File: src/hw/rtl/i2cm_pkg.sv
// i2cm_pkg: types and codes shared by the i2c master bit engine
// no dependencies; imported by i2cm_step and i2c_master_bit_engine
package i2cm_pkg;

  localparam int unsigned DlyW = 10;
  localparam int unsigned CntW = 4;

  // request codes on req_type; codes above REQ_READ act as a tick
  localparam logic [2:0] REQ_TICK  = 3'd0;
  localparam logic [2:0] REQ_START = 3'd1;
  localparam logic [2:0] REQ_STOP  = 3'd2;
  localparam logic [2:0] REQ_WRITE = 3'd3;
  localparam logic [2:0] REQ_READ  = 3'd4;

  localparam logic [CntW-1:0] BitsPerByte = CntW'(8);

  typedef enum logic [3:0] {
    PH_IDLE   = 4'd0,
    PH_STA_A  = 4'd1,
    PH_STA_B  = 4'd2,
    PH_STO_A  = 4'd3,
    PH_STO_B  = 4'd4,
    PH_WR_LO  = 4'd5,
    PH_WR_HI  = 4'd6,
    PH_WA_LO  = 4'd7,
    PH_WA_HI  = 4'd8,
    PH_WA_END = 4'd9,
    PH_RD_PRE = 4'd10,
    PH_RD_HI  = 4'd11,
    PH_RD_LO  = 4'd12,
    PH_RA_LO  = 4'd13,
    PH_RA_HI  = 4'd14
  } phase_e;

  typedef struct packed {
    phase_e            phase;
    logic [CntW-1:0]   bit_count;
    logic [7:0]        shift_reg;
    logic [DlyW-1:0]   delay_count;
    logic              scl_level;
    logic              sda_level;
    logic              ack_bit;
    logic              ack_to_send;
    logic [7:0]        rd_data;
  } state_t;

  typedef struct packed {
    logic [2:0] req_type;
    logic [7:0] wr_byte;
    logic       send_ack;
    logic       sda_in;
  } item_t;

  typedef struct packed {
    logic       scl_out;
    logic       sda_release;
    logic       busy_res;
    logic       done_res;
    logic [7:0] rd_byte;
    logic       ack_seen;
  } result_t;

endpackage

File: src/hw/rtl/i2cm_step.sv
// i2cm_step: next-state logic of the bit sequencer for one word
// depends on i2cm_pkg
module i2cm_step import i2cm_pkg::*; (
  input  state_t          state_i,
  input  item_t           item_i,
  input  logic [DlyW-1:0] ticks_per_delay_i,
  output state_t          state_o,
  output logic            done_o
);

  logic [DlyW-1:0] limit;
  logic [DlyW-1:0] dly_inc;
  logic [CntW-1:0] bit_inc;
  logic            fin;

  assign limit   = (ticks_per_delay_i == '0) ? DlyW'(1) : ticks_per_delay_i;
  assign dly_inc = state_i.delay_count + DlyW'(1);
  assign bit_inc = state_i.bit_count + CntW'(1);

  always_comb begin
    state_o = state_i;
    fin     = 1'b0;
    if (state_i.phase == PH_IDLE) begin
      state_o.delay_count = '0;
      state_o.bit_count   = '0;
      case (item_i.req_type)
        REQ_START: begin
          state_o.sda_level = 1'b1;
          state_o.scl_level = 1'b1;
          state_o.phase     = PH_STA_A;
        end
        REQ_STOP: begin
          state_o.sda_level = 1'b0;
          state_o.scl_level = 1'b1;
          state_o.phase     = PH_STO_A;
        end
        REQ_WRITE: begin
          state_o.shift_reg = item_i.wr_byte;
          state_o.scl_level = 1'b0;
          state_o.sda_level = item_i.wr_byte[7];
          state_o.phase     = PH_WR_LO;
        end
        REQ_READ: begin
          state_o.shift_reg   = '0;
          state_o.ack_to_send = item_i.send_ack;
          state_o.sda_level   = 1'b1;
          state_o.scl_level   = 1'b0;
          state_o.phase       = PH_RD_PRE;
        end
        default: ;
      endcase
    end else begin
      state_o.delay_count = dly_inc;
      if (dly_inc >= limit) begin
        state_o.delay_count = '0;
        case (state_i.phase)
          PH_STA_A: begin
            state_o.sda_level = 1'b0;
            state_o.phase     = PH_STA_B;
          end
          PH_STA_B: begin
            state_o.scl_level = 1'b0;
            fin = 1'b1;
          end
          PH_STO_A: begin
            state_o.sda_level = 1'b1;
            state_o.scl_level = 1'b0;
            state_o.phase     = PH_STO_B;
          end
          PH_STO_B: begin
            state_o.scl_level = 1'b1;
            fin = 1'b1;
          end
          PH_WR_LO: begin
            state_o.scl_level = 1'b1;
            state_o.phase     = PH_WR_HI;
          end
          PH_WR_HI: begin
            state_o.scl_level = 1'b0;
            state_o.shift_reg = {state_i.shift_reg[6:0], 1'b0};
            state_o.bit_count = bit_inc;
            if (bit_inc < BitsPerByte) begin
              state_o.sda_level = state_i.shift_reg[6];
              state_o.phase     = PH_WR_LO;
            end else begin
              state_o.sda_level = 1'b1;
              state_o.phase     = PH_WA_LO;
            end
          end
          PH_WA_LO: begin
            state_o.scl_level = 1'b1;
            state_o.phase     = PH_WA_HI;
          end
          PH_WA_HI: begin
            state_o.ack_bit   = item_i.sda_in;
            state_o.scl_level = 1'b0;
            state_o.phase     = PH_WA_END;
          end
          PH_RD_PRE: begin
            state_o.scl_level = 1'b1;
            state_o.phase     = PH_RD_HI;
          end
          PH_RD_HI: begin
            state_o.shift_reg = {state_i.shift_reg[6:0], item_i.sda_in};
            state_o.scl_level = 1'b0;
            state_o.phase     = PH_RD_LO;
          end
          PH_RD_LO: begin
            state_o.bit_count = bit_inc;
            if (bit_inc < BitsPerByte) begin
              state_o.scl_level = 1'b1;
              state_o.phase     = PH_RD_HI;
            end else begin
              state_o.sda_level = ~state_i.ack_to_send;
              state_o.phase     = PH_RA_LO;
            end
          end
          PH_RA_LO: begin
            state_o.scl_level = 1'b1;
            state_o.phase     = PH_RA_HI;
          end
          PH_RA_HI: begin
            state_o.scl_level = 1'b0;
            state_o.rd_data   = state_i.shift_reg;
            fin = 1'b1;
          end
          default: fin = 1'b1;  // end of write ack delay
        endcase
        if (fin) begin
          state_o.phase     = PH_IDLE;
          state_o.bit_count = '0;
        end
      end
    end
  end

  assign done_o = fin;

endmodule

File: src/hw/rtl/i2c_master_bit_engine.sv
// i2c_master_bit_engine: top level of the command/tick driven i2c master
// depends on i2cm_pkg and i2cm_step
//
// Each input word is either a command (start, stop, write byte, read byte) or a
// tick. A command taken while idle sets the first pin levels of its sequence;
// every later word counts one tick, and after ticks_per_delay ticks (zero acts
// as one) the next scl/sda step is taken. Every word gives exactly one result
// word with the pin levels, busy, done, the last read byte and the last write
// ack. One word is taken per clock cycle when the output side keeps up; a word
// goes through an input register, one pass of the step logic and a result
// register. The sequencer state updates in that single pass, which is what sets
// the rate. ticks_per_delay is written through cfg_we_i / cfg_wdata_i; the user
// must write it only while idle, and the block itself does not enforce this.
module i2c_master_bit_engine import i2cm_pkg::*; (
  input  logic            clk_i,
  input  logic            rst_ni,
  // configuration
  input  logic            cfg_we_i,
  input  logic [DlyW-1:0] cfg_wdata_i,
  // input words
  input  logic            in_valid_i,
  output logic            in_ready_o,
  input  logic [2:0]      req_type_i,
  input  logic [7:0]      wr_byte_i,
  input  logic            send_ack_i,
  input  logic            sda_in_i,
  // result words
  output logic            out_valid_o,
  input  logic            out_ready_i,
  output logic            scl_out_o,
  output logic            sda_release_o,
  output logic            busy_res_o,
  output logic            done_res_o,
  output logic [7:0]      rd_byte_o,
  output logic            ack_seen_o
);

  // delay length register
  logic [DlyW-1:0] tpd_q;

  // input register
  logic   in_valid_q, in_valid_d;
  item_t  item_q;

  // sequencer state
  state_t state_q, state_d;
  logic   step_done;

  // result register
  logic    out_valid_q, out_valid_d;
  result_t res_q, res_d;

  logic adv;  // word moves from input register into result register
  logic in_acc;

  assign adv        = in_valid_q & (~out_valid_q | out_ready_i);
  assign in_ready_o = ~in_valid_q | adv;
  assign in_acc     = in_valid_i & in_ready_o;

  always_ff @(posedge clk_i or negedge rst_ni) begin
    if (!rst_ni) begin
      tpd_q <= DlyW'(1);
    end else if (cfg_we_i) begin
      tpd_q <= cfg_wdata_i;
    end
  end

  // input stage
  always_comb begin
    in_valid_d = in_valid_q;
    if (in_acc) begin
      in_valid_d = 1'b1;
    end else if (adv) begin
      in_valid_d = 1'b0;
    end
  end

  always_ff @(posedge clk_i or negedge rst_ni) begin
    if (!rst_ni) begin
      in_valid_q <= 1'b0;
    end else begin
      in_valid_q <= in_valid_d;
    end
  end

  always_ff @(posedge clk_i) begin
    if (in_acc) begin
      item_q <= '{req_type: req_type_i, wr_byte: wr_byte_i,
                  send_ack: send_ack_i, sda_in: sda_in_i};
    end
  end

  // sequencer step
  i2cm_step u_step (
    .state_i           (state_q),
    .item_i            (item_q),
    .ticks_per_delay_i (tpd_q),
    .state_o           (state_d),
    .done_o            (step_done)
  );

  always_ff @(posedge clk_i or negedge rst_ni) begin
    if (!rst_ni) begin
      state_q <= '{phase: PH_IDLE, bit_count: '0, shift_reg: '0, delay_count: '0,
                   scl_level: 1'b1, sda_level: 1'b1, ack_bit: 1'b0,
                   ack_to_send: 1'b0, rd_data: '0};
    end else if (adv) begin
      state_q <= state_d;
    end
  end

  // result stage
  assign res_d = '{scl_out:     state_d.scl_level,
                   sda_release: state_d.sda_level,
                   busy_res:    (state_d.phase != PH_IDLE),
                   done_res:    step_done,
                   rd_byte:     state_d.rd_data,
                   ack_seen:    state_d.ack_bit};

  always_comb begin
    out_valid_d = out_valid_q;
    if (adv) begin
      out_valid_d = 1'b1;
    end else if (out_ready_i) begin
      out_valid_d = 1'b0;
    end
  end

  always_ff @(posedge clk_i or negedge rst_ni) begin
    if (!rst_ni) begin
      out_valid_q <= 1'b0;
    end else begin
      out_valid_q <= out_valid_d;
    end
  end

  always_ff @(posedge clk_i) begin
    if (adv) begin
      res_q <= res_d;
    end
  end

  assign out_valid_o   = out_valid_q;
  assign scl_out_o     = res_q.scl_out;
  assign sda_release_o = res_q.sda_release;
  assign busy_res_o    = res_q.busy_res;
  assign done_res_o    = res_q.done_res;
  assign rd_byte_o     = res_q.rd_byte;
  assign ack_seen_o    = res_q.ack_seen;

`ifndef ASSERT_OFF
  // a finishing word never reports busy
  a_done_not_busy: assert property (@(posedge clk_i) disable iff (!rst_ni)
    (out_valid_q && res_q.done_res) |-> !res_q.busy_res)
    else $error("done and busy in the same result word");

  // idle sequencer keeps its counters cleared
  a_idle_clear: assert property (@(posedge clk_i) disable iff (!rst_ni)
    (state_q.phase == PH_IDLE) |-> (state_q.delay_count == '0 && state_q.bit_count == '0))
    else $error("counters not cleared while idle");

  // bit counter never passes one byte
  a_bit_range: assert property (@(posedge clk_i) disable iff (!rst_ni)
    state_q.bit_count <= BitsPerByte)
    else $error("bit counter out of range");

  // a tick while idle leaves the pins alone
  a_idle_tick: assert property (@(posedge clk_i) disable iff (!rst_ni)
    (adv && state_q.phase == PH_IDLE && item_q.req_type == REQ_TICK)
      |=> (state_q.scl_level == $past(state_q.scl_level)
           && state_q.sda_level == $past(state_q.sda_level)))
    else $error("pins moved on an idle tick");
`endif

endmodule
File: config.mk
export PLATFORM = sky130hd
export DESIGN_NAME = i2c_master_bit_engine
export DESIGN_NICKNAME = d
export VERILOG_FILES = /design/src/hw/rtl/i2cm_pkg.sv /design/src/hw/rtl/i2cm_step.sv /design/src/hw/rtl/i2c_master_bit_engine.sv
export SDC_FILE = /design/constraint.sdc
export NUM_CORES = 1
export LEC_CHECK = 0
export ABC_AREA = 1
export BUFFER_PORTS_ARGS = -buffer_cell sky130_fd_sc_hd__buf_2
export CORE_MARGIN = 1
export CORE_UTILIZATION = 52
export DETAILED_ROUTE_END_ITERATION = 12
export GPL_ROUTABILITY_DRIVEN = 0
export PLACE_DENSITY = 0.77
export SYNTH_ARGS = -nofsm -noshare
export SYNTH_HDL_FRONTEND = slang
export SYNTH_SLANG_ARGS = --single-unit
File: constraint.sdc
create_clock -name clk_i -period 2.8 [get_ports clk_i]
set_input_delay 0.56 -clock clk_i [delete_from_list [all_inputs] [get_ports clk_i]]
set_output_delay 0.56 -clock clk_i [all_outputs]
set_load 0.02 [all_outputs]
==> results.md <==
Outcome:
- The run finished, with violations left.
- The final reports fail on negative setup slack.

Clocking:
- Counting every sink on the clock net gives 76.
- The clock passes through at most 2 buffers.
- The clock reaches the later pin of the worst-skew pair after 0.37 ns.
- TritonCTS built the clock tree.
- Clock-pin slew was measured on the worst setup and hold paths at 0.09 ns.
- CTS placed an instance of sky130_fd_sc_hd__clkbuf_8 at the clock tree root.
- The number of buffers added by the clock tree synthesis step is 9.
- The H-tree was split into 3 levels.

Setup path:
- The worst setup path is launched from a register.
- By startpoint and endpoint, the worst setup path is classified as register to register.
- Measured in cells, the most critical reg-to-reg path has a length of 16.
- Of all nets on the critical path, the largest fanout is 5.
- The worst setup path is captured at a register.
- The data arrival time of the critical path is 3.06 ns.
- The required time reported for the critical path endpoint is 3.03 ns.

Power:
- The cell leakage power is 2.38 nW.
- The internal portion of the total power is 2.41 mW.
- Power spread over the standard cell area amounts to 825 nW/um^2.
- The combinational share of power is 38.8%.
- The design draws 4.07 mW.
- The power share of the sequential group is 40.2%.
- The part of the power in the clock network is 21.0%.
- In this run switching power makes up 40.8% of total power.
- For this design the total switching power over the nets is 1.66 mW.
- VDD sags by at most 406 uV.

Yosys:
- A synthesized cell averages 8.61 sq um.
- The share of flip-flops with an asynchronous set or reset is 65.8%.
- The number of standard cells after synthesis is 470.
- Summing every instance area after synthesis gives 4050 sq um.
- Summing the sequential cell areas from Yosys gives 50.3% of the chip area.
- Among all flip-flop cells after synthesis, the most frequent one is sky130_fd_sc_hd__dfrtp_1.
- Counting flops and latches in the post-synthesis netlist gives 76.
- The number of synthesis warnings is 0.
- After synthesis, the netlist uses 38 different library cells.
- The post-synth net total is 510.
- Yosys mapped a number of flops with a built-in enable equal to 26.

GRT:
- For this run the aggregate overflow at the end of global routing stands at 0.
- The number of global-route vias before repair came to 3122.
- The number of antenna violations at the first check in global routing is 0.
- Entering global routing, the biggest net connects 38 pins.
- Global routing used 22.8% of the available tracks across all layers.
- The wire length of the first global-routing pass is 14500 microns.

Timing:
- Setup slack on the critical path of the routed design comes to -0.0246 ns.
- The total count of max-transition violations in the final report is 0.
- In the final timing run, aggregate negative setup slack is -0.0357 ns.
- The maximum clock frequency is 354 MHz.
- The post-route minimum period is 2.82 ns.
- The largest clock skew in the final design is 0.0125 ns.
- Setup repair after global routing could not meet its margin everywhere.
- The worst pin sits at a relative slew slack of 67.0%.
- The final period utilization is 101%.
- The final number of setup-violating endpoints is 3.
- The worst hold slack is 0.361 ns.
- At the pin with the least slew margin, the transition time is 0.495 ns.
- The final number of hold-violating endpoints is 0.

Routing:
- The starting DRC count in detailed routing is 371.
- For this block, the via count after detailed routing is 3460.
- The routed wire length is 9570 microns.
- The detailed-route DRC error count is 0.
- The number of iterations in the first detailed-routing pass is 5.
- The detail route stage leaves a number of antenna-violating nets equal to 0.
- The detail-routed via count per cell is 5.44.
- After detailed routing, the average wire length per cell comes to 15.0 microns.

Floorplan:
- The initial utilization of the core area, before any placement, comes to 54.9%.
- The number of primary I/O pins is 43.
- In this run the vertical extent of the chip is 90.2 microns.
- In this run the core area contains 31 standard-cell rows.
- The die covers 8140 sq um.
- From left edge to right edge, the die measures 90.2 microns.
- The area of the core region is 7370 sq um.

Placement:
- The count of input and output buffers is 42.
- After detailed placement, the total cell area comes to 4350 sq um.
- The worst setup timing slack at the placement stage is -0.0730 ns.
- After legalization and detailed placement, the total HPWL measured 6200 microns.
- The number of placed instances with taps included is 604.

Final layout:
- After routing the design area is 4930 sq um.
- Leaving out fill and tap cells, the most frequent cell in the layout is sky130_fd_sc_hd__nand2_1.
- The utilization after layout is 66.9%.
- The number of cells in the finished layout apart from fillers is 636.
- Relative to the synthesized area, the layout overhead comes to 21.9%.
- The fraction of layout instances using a drive strength above 1 is 29.4%.
- The net count of the finished layout is 572.
- The number of antenna diodes in the final layout is 0.
- In the layout the commonest cells are sky130_fd_sc_hd__nand2_1, sky130_fd_sc_hd__inv_1, sky130_fd_sc_hd__dfrtp_1, sky130_fd_sc_hd__buf_2, sky130_fd_sc_hd__o21ai_0.

Job:
- The tool flagged a number of max-cap violations equal to 0.

Worst hold path:
- In this run the worst hold path is classified as primary input to register.
- The instance count along the most critical hold path is 1.
## area by class of cell
cell class | instances | area, sq um
tap | 99 | 124
clock inverter | 7 | 75.1
sequential | 76 | 2040
timing repair buffer | 62 | 383
fill | 567 | 2440
multi-input combinational | 320 | 1950
clock buffer | 9 | 124
inverter | 63 | 236
## kinds of logic after synthesis
kind of cell,synth area share (%)
simple gates,23.6
flops,50.3
fa+ha+maj,3.71
buf+inv,7.73
mux,0.278
compound gates,12.4
xor+xnor,1.95
## sequential cells by signal, summed over array words and instances, names as in the netlist
register	count
out_valid_o	1
done_res_o	1
sda_release_o	1
ack_seen_o	1
in_valid_q	1
item_q	13
state_q	38
busy_res_o	1
tpd_q	10
scl_out_o	1
rd_byte_o	8
## worst paths after layout
kind | end | from | slack, ns
worst min-delay path | item_q[6] | wr_byte_i[4] | 0.36
max in group asynchronous | state_q[10] | rst_ni | 1.72
worst min register to register | state_q[10] | state_q[10] | 0.49
worst max register to register | busy_res_o | state_q[12] | -0.02
worst max-delay path | busy_res_o | state_q[12] | -0.02
min in group asynchronous | tpd_q[8] | rst_ni | 0.50
## power groups by stage
stage | Sequential [mW] | Clock (mW) | Combinational [mW]
detailed placement | 1.62 | 0 | 1.35
global route | 1.66 | 0.904 | 1.73
finish | 1.63 | 0.854 | 1.58
floorplan | 1.64 | 0 | 1.00
global placement | 1.61 | 0 | 1.32
CTS | 1.61 | 0.854 | 1.37
## layer usage
metal | vias up | GRT usage [%] | share of wire [%]
met4 | 0 | 11.7 | 3.6
li1 | 1664 | - | -
met2 | 152 | 34.8 | 45
met1 | 1604 | 30.8 | 44
met3 | 40 | 4.57 | 6.8
met5 | - | 0 | 0
## repair_timing
action	4_1_cts	5_1_grt
endpoints found under the hold margin	1	0
hold buffers	1	0
resized for setup	3	53
endpoints found under the setup margin	25	49
gates cloned	0	2
buffers inserted	2	11
pin swaps	1	22
## critical path, stage by stage, from the launching register on
cell and delay, ns:
sky130_fd_sc_hd__dfrtp_2 0.45, sky130_fd_sc_hd__ha_4 0.17, sky130_fd_sc_hd__nand3_4 0.09, sky130_fd_sc_hd__nor2_4 0.17, sky130_fd_sc_hd__nand3_2 0.10, sky130_fd_sc_hd__xor2_2 0.17
sky130_fd_sc_hd__inv_1 0.07, sky130_fd_sc_hd__ha_1 0.33, sky130_fd_sc_hd__nand2_4 0.09, sky130_fd_sc_hd__a21oi_2 0.04, sky130_fd_sc_hd__nor2_2 0.14, sky130_fd_sc_hd__buf_4 0.14
sky130_fd_sc_hd__nand3_4 0.12, sky130_fd_sc_hd__buf_4 0.16, sky130_fd_sc_hd__o211ai_1 0.26, sky130_fd_sc_hd__nor2_1 0.08, sky130_fd_sc_hd__nand2_1 0.08
## cells in the mapped netlist (6+ instances only)
cell	count	area share [%]
sky130_fd_sc_hd__o21ai_0	43	5.3
sky130_fd_sc_hd__ha_1	12	3.7
sky130_fd_sc_hd__o21ai_1	14	1.7
sky130_fd_sc_hd__nand2_2	7	1.1
sky130_fd_sc_hd__nand3_1	22	2.7
sky130_fd_sc_hd__inv_1	56	5.2
sky130_fd_sc_hd__edfxtp_1	26	19
sky130_fd_sc_hd__nor2_1	29	2.7
sky130_fd_sc_hd__nand4_1	7	1.1
sky130_fd_sc_hd__a21oi_1	8	0.99
sky130_fd_sc_hd__xor2_1	9	1.9
sky130_fd_sc_hd__nand2_1	124	12
sky130_fd_sc_hd__a21oi_2	7	1.5
sky130_fd_sc_hd__dfrtp_1	47	29
sky130_fd_sc_hd__nor2_2	6	0.93
sky130_fd_sc_hd__inv_2	7	0.65
Power figures use the tool's default switching activity.
